## src/rtl/fpms_pkg.sv

```systemverilog
package fpms_pkg;

    // Field widths
    localparam int VALUE_W    = 32;
    localparam int REQ_W      = 4;
    localparam int TRIG_W     = 16;
    localparam int IDX_W      = 4;
    localparam int LEVEL_W    = 5;
    localparam int CFG_ADDR_W = 4;

    // Matrix geometry: 3 rows of 4 elements, row-major
    localparam int ELEMS   = 12;
    localparam int ROWS    = 3;
    localparam int ROW_LEN = 4;

    // Defaults for the top-level parameters
    localparam int DEF_STACK_DEPTH   = 32;
    localparam int DEF_FRACTION_BITS = 14;

    // Command codes
    typedef enum logic [REQ_W-1:0] {
        REQ_PUSH      = 4'd0,
        REQ_PUSH_ID   = 4'd1,
        REQ_POP       = 4'd2,
        REQ_LOAD      = 4'd3,
        REQ_TRANS_REL = 4'd4,
        REQ_TRANS_ABS = 4'd5,
        REQ_ROT_X     = 4'd6,
        REQ_ROT_Y     = 4'd7,
        REQ_ROT_Z     = 4'd8,
        REQ_SCALE     = 4'd9,
        REQ_READ      = 4'd10
    } t_req;

    // Configuration register indexes
    typedef enum logic [1:0] {
        REG_VIEW_X = 2'd0,
        REG_VIEW_Y = 2'd1,
        REG_VIEW_Z = 2'd2
    } t_cfg_reg;

    // Sequencer states
    typedef enum logic [2:0] {
        ST_IDLE,
        ST_COPY,
        ST_IDENT,
        ST_ROW_LOAD,
        ST_ROW_MAC,
        ST_RD_ISSUE,
        ST_RD_EMIT,
        ST_STATUS
    } t_state;

    // Multiplier coefficient source
    typedef enum logic [2:0] {
        COEF_X,
        COEF_Y,
        COEF_Z,
        COEF_C,
        COEF_S
    } t_coef;

    // One micro-op of the per-row multiply-accumulate program
    typedef struct packed {
        logic [1:0] src_col;  // row buffer element fed to the multiplier
        t_coef      coef;
        logic       first;    // accumulator starts from the init value
        logic       sub;      // subtract the product
        logic       wr;       // write the accumulated result back
        logic       shift;    // arithmetic shift by the fraction bits on write
        logic [1:0] wcol;     // column written back
        logic       done;     // last micro-op of the row
    } t_uop;

    // Control traveling with a product through the MAC pipeline
    typedef struct packed {
        logic       first;
        logic       sub;
        logic       wr;
        logic       shift;
        logic [1:0] row;
        logic [1:0] col;
    } t_mac_ctl;

    // Write-back request from the MAC unit
    typedef struct packed {
        logic               en;
        logic [1:0]         row;
        logic [1:0]         col;
        logic [VALUE_W-1:0] data;
    } t_mac_wr;

    function automatic t_uop uop_make(logic [1:0] src, t_coef coef, logic first, logic sub,
                                      logic wr, logic shift, logic [1:0] wcol, logic done);
        t_uop u;
        u.src_col = src;
        u.coef    = coef;
        u.first   = first;
        u.sub     = sub;
        u.wr      = wr;
        u.shift   = shift;
        u.wcol    = wcol;
        u.done    = done;
        return u;
    endfunction

    // Per-row program for translate, rotate and scale
    function automatic t_uop uop_decode(t_req req, logic [2:0] step);
        t_uop       u;
        logic [1:0] a;
        logic [1:0] b;
        u = uop_make(2'd0, COEF_X, 1'b1, 1'b0, 1'b0, 1'b0, 2'd0, 1'b1);
        a = 2'd0;
        b = 2'd1;
        case (req)
            REQ_TRANS_REL, REQ_TRANS_ABS: begin
                // m3 (+)= x*m0 + y*m1 + z*m2, no shift
                case (step)
                    3'd0:    u = uop_make(2'd0, COEF_X, 1'b1, 1'b0, 1'b0, 1'b0, 2'd3, 1'b0);
                    3'd1:    u = uop_make(2'd1, COEF_Y, 1'b0, 1'b0, 1'b0, 1'b0, 2'd3, 1'b0);
                    default: u = uop_make(2'd2, COEF_Z, 1'b0, 1'b0, 1'b1, 1'b0, 2'd3, 1'b1);
                endcase
            end
            REQ_SCALE: begin
                case (step)
                    3'd0:    u = uop_make(2'd0, COEF_X, 1'b1, 1'b0, 1'b1, 1'b1, 2'd0, 1'b0);
                    3'd1:    u = uop_make(2'd1, COEF_Y, 1'b1, 1'b0, 1'b1, 1'b1, 2'd1, 1'b0);
                    default: u = uop_make(2'd2, COEF_Z, 1'b1, 1'b0, 1'b1, 1'b1, 2'd2, 1'b1);
                endcase
            end
            REQ_ROT_X, REQ_ROT_Y, REQ_ROT_Z: begin
                // a' = c*a + s*b, b' = c*b - s*a
                case (req)
                    REQ_ROT_X: begin
                        a = 2'd1;
                        b = 2'd2;
                    end
                    REQ_ROT_Y: begin
                        a = 2'd0;
                        b = 2'd2;
                    end
                    default: begin
                        a = 2'd0;
                        b = 2'd1;
                    end
                endcase
                case (step)
                    3'd0:    u = uop_make(a, COEF_C, 1'b1, 1'b0, 1'b0, 1'b0, a, 1'b0);
                    3'd1:    u = uop_make(b, COEF_S, 1'b0, 1'b0, 1'b1, 1'b1, a, 1'b0);
                    3'd2:    u = uop_make(b, COEF_C, 1'b1, 1'b0, 1'b0, 1'b0, b, 1'b0);
                    default: u = uop_make(a, COEF_S, 1'b0, 1'b1, 1'b1, 1'b1, b, 1'b1);
                endcase
            end
            default: u = uop_make(2'd0, COEF_X, 1'b1, 1'b0, 1'b0, 1'b0, 2'd0, 1'b1);
        endcase
        return u;
    endfunction

endpackage

```

## src/rtl/fpms_mac.sv

```systemverilog
module fpms_mac #(
    parameter int FRACTION_BITS = fpms_pkg::DEF_FRACTION_BITS
) (
    input  logic                          i_clk,
    input  logic                          i_rst_n,
    input  logic                          i_issue,
    input  fpms_pkg::t_mac_ctl            i_ctl,
    input  logic [fpms_pkg::VALUE_W-1:0]  i_mult_a,
    input  logic [fpms_pkg::VALUE_W-1:0]  i_mult_b,
    input  logic [fpms_pkg::VALUE_W-1:0]  i_init,
    output fpms_pkg::t_mac_wr             o_wr
);
    import fpms_pkg::*;

    logic                      r_valid;
    t_mac_ctl                  r_ctl;
    logic [VALUE_W-1:0]        r_prod;
    logic [VALUE_W-1:0]        r_init;
    logic [VALUE_W-1:0]        r_acc;
    logic [VALUE_W-1:0]        sum_base;
    logic [VALUE_W-1:0]        sum;
    logic signed [VALUE_W-1:0] sum_shr;

    // Stage 1: wrapping 32-bit product
    always_ff @(posedge i_clk) begin
        if (!i_rst_n) begin
            r_valid <= 1'b0;
        end else begin
            r_valid <= i_issue;
        end
    end

    always_ff @(posedge i_clk) begin
        if (i_issue) begin
            r_prod <= i_mult_a * i_mult_b;
            r_ctl  <= i_ctl;
            r_init <= i_init;
        end
    end

    // Stage 2: accumulate
    assign sum_base = r_ctl.first ? r_init : r_acc;
    assign sum      = r_ctl.sub ? (sum_base - r_prod) : (sum_base + r_prod);
    assign sum_shr  = $signed(sum) >>> FRACTION_BITS;

    always_ff @(posedge i_clk) begin
        if (r_valid) begin
            r_acc <= sum;
        end
    end

    // Write-back request
    always_comb begin
        o_wr.en   = r_valid && r_ctl.wr;
        o_wr.row  = r_ctl.row;
        o_wr.col  = r_ctl.col;
        o_wr.data = r_ctl.shift ? sum_shr : sum;
    end

endmodule

```

## config.mk

```make
export PLATFORM = sky130hd
export DESIGN_NAME = fpms_mac
export DESIGN_NICKNAME = d
export VERILOG_FILES = /design/src/rtl/fpms_pkg.sv /design/src/rtl/fpms_mac.sv
export SDC_FILE = /design/constraint.sdc
export NUM_CORES = 1
export LEC_CHECK = 0
export BUFFER_PORTS_ARGS = -buffer_cell sky130_fd_sc_hd__clkbuf_2
export CORE_ASPECT_RATIO = 2
export CORE_MARGIN = 2
export CORE_UTILIZATION = 31
export DETAILED_ROUTE_END_ITERATION = 8
export SLEW_MARGIN = 20
export SYNTH_ARGS = -nofsm -noshare
export SYNTH_HDL_FRONTEND = slang
export SYNTH_SLANG_ARGS = --single-unit
```

## constraint.sdc

```tcl
create_clock -name i_clk -period 14.9 [get_ports i_clk]
set_input_delay 2.98 -clock i_clk [delete_from_list [all_inputs] [get_ports i_clk]]
set_output_delay 2.98 -clock i_clk [all_outputs]
set_load 0.01 [all_outputs]
```

# == Word level (Yosys, flattened, before mapping) ==
# Cells that the tools add are included.
# totals
reg_bits,105
in_bits,107
output_inout_bits,37
word_cells,17
# op_classes
addsub,2
multipliers,1
mux,3
reduce_logical,1
# ops
op,count
$mux 32,2
$add 32x32->32,1
$mul 32x32->32,1
$sub 32x32->32,1
$mux 31,1
$logic_and 1x1->1,1

# == Longest topological paths before layout ==
# logic_depth
depth_word,4
depth_mapped,26
ltp_nobuf,24

# == Least setup slack after synthesis ==
# Ideal clock, no wire load.
# synth_timing
path_type,input-to-reg
start,in i_mult_b[3] (netlist name)
end,reg r_prod[30] (data pin)
setup_time_ns,0.195
t_arrival_ns,9.149
required_ns,14.705
path_slack_ns,5.556
path_stages,24
path_buffers,2
path_cell_list,clkbuf_1 -> clkbuf_1 -> and2_1 -> fa_1 -> inv_1 -> fa_1 -> fa_1 -> fa_1 -> inv_1 -> fa_1 -> inv_1 -> fa_1 -> inv_1 -> fa_1 -> fa_1 -> ha_1 -> a21o_1 -> a21oi_1 -> nor2_1 -> o21a_1 -> nor2_1 -> o21ai_0 -> or2_2 -> o311ai_0
# synth_between
elab_chain_cells,1
# synth_rtl
item,line,text
start: declaration,fpms_mac.sv:9,"input logic [fpms_pkg::VALUE_W-1:0] i_mult_b,"
$mul 32x32->32,fpms_mac.sv:35,r_prod <= i_mult_a * i_mult_b;
end signal: assignment,fpms_mac.sv:35,
end: declaration,fpms_mac.sv:17,logic [VALUE_W-1:0] r_prod;
# No other way between the ends.
# A chain may end at the register's enable or synchronous reset.

# == Worst setup path after layout ==
# layout_timing
start,in i_mult_b[8] (netlist name)
end,reg r_prod[30] (data pin)
# Same word-level chain as after synthesis.

==> impl_metrics.toml <==
[status]
status = "finished, final reports clean"

[global_route]
grt_first_pass_wirelength_um = 91400
track_usage_pct = 16.0
grt_overflow = 0
first_global_vias = 16452
antenna_found_initial = 3
grt_max_degree = 74

[yosys]
syn_avg_cell_area_um2 = 9.50
synth_ff_type = "edfxtp_1"
synthTopCellsByArea = "fa_1 (37%), edfxtp_1 (14%), ha_1 (8.8%)"
synth.largest_area_cell = "fa_1"
synthCells = 2315
yosysMostFrequentCell = "inv_1"
netlist_area_mm2 = 0.0220
synth_seq_cells = 105
seq_area_frac_synth_pct = 14.3
synth_commonest_cells = "inv_1 (423), fa_1 (409), nand2_1 (294)"
synth_warnings = 0
synth_edf_count = 104
ys_async_sr_fraction_pct = 0
synthDistinctLibCells = 62
synth_top_area_share_pct = 37.2
synth_fp_nets = 2986

[sta]
final.setup.worst_slack_ps = 5150
setup_viol = 0
period_needed_ps = 9750
rsz0062_at_grt = "false"
worst-slew-pin-transition_ps = 969
tns_ps = 0
relSlewSlack_pct = 35.4
slew_violations = 0
timing.fmax_mhz = 103
hold_viol_final = 0
skew_ps = 19.3
fin_crit_sh_pct = 65.4

[clock_network]
postCtsSetupBuffers = 0
htree_levels = 3
cts_resized = 0
cts_buffers = 9
ctsLongestPathBuffers = 2
cts_tree = "yes"
hold_buffers = 0
cts_root_buf = "clkbuf_16"
clk_pin_slew_ps = 90
cts_sinks = 105
insertion_delay_ps = 360

[placement]
io_buffers = 143
pre_cts_ws_ps = 4760
placedCellCount = 3264
gp_congestion = 0.849
place_area_mm2 = 0.0235
place_hpwl_um = 46400

[floorplanning]
die_y_um = 381
dieWidth_um = 192
fp.coreArea_mm2 = 0.0704
start_util_pct = 31.2
dieArea_mm2 = 0.0732
ioPinCount = 144
placementRows = 138

[detailed_routing]
wire_per_inst_um = 17.6
viasPerCell = 4.77
drc_errors = 0
drt-met1-wl_um = 25000
first_iter_violations = 854
wl_met2_um = 28900
top_layer = "met5"
drtPass1Iterations = 5
drt_wl_total_um = 57600
route.met3.wl_um = 2670
vias = 15640
ant_nets = 0

[worst_hold_path]
min_path_type = "flip-flop to flip-flop"
min-delay-start = "r_prod[0]$_DFFE_PP_"
hold_path_depth = 2
holdPathEnd = "r_acc[0]$_DFFE_PP_"

[cells_and_area]
syn2layout_area_growth_pct = 8.07
final_cell_count_no_fill = 3282
drive_above_1_share_pct = 9.41
design_area_mm2 = 0.0238
layout.nets = 3036

[critical_path]
path_buf_inv = 7
crit_chain = "clkbuf_2 -> nand2_1 -> fa_1 -> inv_1 -> fa_1 -> inv_1 -> fa_1 -> inv_1 -> fa_1 -> fa_1 -> fa_1 -> fa_1 -> inv_1 -> fa_1 -> inv_1 -> ha_1 -> inv_1 -> o21bai_1 -> a21o_1 -> a21o_1 -> mux2i_1 -> a211oi_1 -> o311ai_0"
cp_data_required_time_ps = 14990
r2r_cells = 16
startpoint = "i_mult_b[8]"
max_stage_delay_ps = 580
crit_arrival_ps = 9830
r2r_setup_slack_ps = 10010
cpMostUsedCell = "fa_1"
r2r-start = "r_prod[3]$_DFFE_PP_"
crit_type = "input pin to flip-flop"
cp-start-kind = "input pin"
crit_path_end_kind = "flip-flop"
worst-path-max-fanout = 24
crit_slowest_cell = "fa_1"
critPathTopFamily = "adder cells"
r2r-end = "r_acc[31]$_DFFE_PP_"

[flow_run]
maxCapViolCount = 0
[through the flow]
step,hold WS (ps),utilization (%)
finish,780,33.7
global route,791,33.7
CTS,769,33.7
detailed placement,774,33.3
global placement,774,33.3
floorplan,684,-
[worst max path at each step]
stage / slack, ps / to / depth (start not counted)
after CTS: 5140 / r_prod[30]$_DFFE_PP_ / 23
after global placement: 4780 / r_prod[30]$_DFFE_PP_ / 23
after global routing: 4840 / r_prod[26]$_DFFE_PP_ / 23
after detailed placement: 4760 / r_prod[30]$_DFFE_PP_ / 23
after floorplan: 5560 / r_prod[30]$_DFFE_PP_ / 24
final: 5150 / r_prod[30]$_DFFE_PP_ / 23
[logic make-up after synthesis]
group / Yosys count / synth area share, %
AND/OR/NAND/NOR: 715 / 16.3
flip-flops: 105 / 14.3
buffers and inverters: 532 / 9.20
XOR/XNOR: 138 / 5.53
adder cells (fa/ha/maj): 564 / 46.1
multiplexers: 42 / 2.17
AO/OA/AOI/OAI: 219 / 6.42
[placed cells by master (no fill, tap or decap), types with 6 or more instances in the layout]
cell type    n
a211oi_1    11
a21o_1      24
a21oi_1     64
a31oi_1      7
and2_1     276
buf_4        6
clkbuf_16    9
clkbuf_2   142
edfxtp_1   104
fa_1       409
ha_1       155
inv_1      423
mux2_2      36
nand2_1    294
nand2b_1    17
nand3_1     11
nand4_1      7
nor2_1      58
nor2b_1     11
nor3_1      15
o211ai_1     7
o21a_1      11
o21ai_0     51
o21bai_1     7
xnor2_1    111
xor2_1      26
[worst register-to-register path, cell delays in order (launching register included)]
cell      delay (ps)
edfxtp_1         440
or3_1            380
or2_2            300
nor3_1           510
nand2_1          190
nor2_1           280
and2_2           230
nor2_1            50
xnor2_1          230
ha_1             330
a21oi_1          390
o21ai_0          160
a21oi_1          190
o21ai_0          100
a21o_1           200
a31oi_1          430
xnor2_1          190
[layer usage]
metal	GRT usage (%)	up-vias
li1	-	7212
met1	21.7	7976
met2	27.5	387
met3	1.79	63
met4	3.18	2
met5	0	-
[state kept, by name, indices dropped and copies added (netlist names)]
register / cells
r_valid: 1
r_acc: 32
r_init: 32
r_ctl: 4
r_prod: 32
o_wr: 4
[final cells by class]
cell class,instances,area (µm²)
fillers,7284,46700
multi-input cells,1678,16800
flip-flops and latches,105,3140
inverters,423,1590
well taps,910,1140
repair buffers,148,756
clock buffers,9,225
clock inverters,7,85.1
diodes,2,5.00
Power is left out: the tool's default activity adds up to more than one toggle a clock period on the data nets, which glitch-free logic cannot reach.
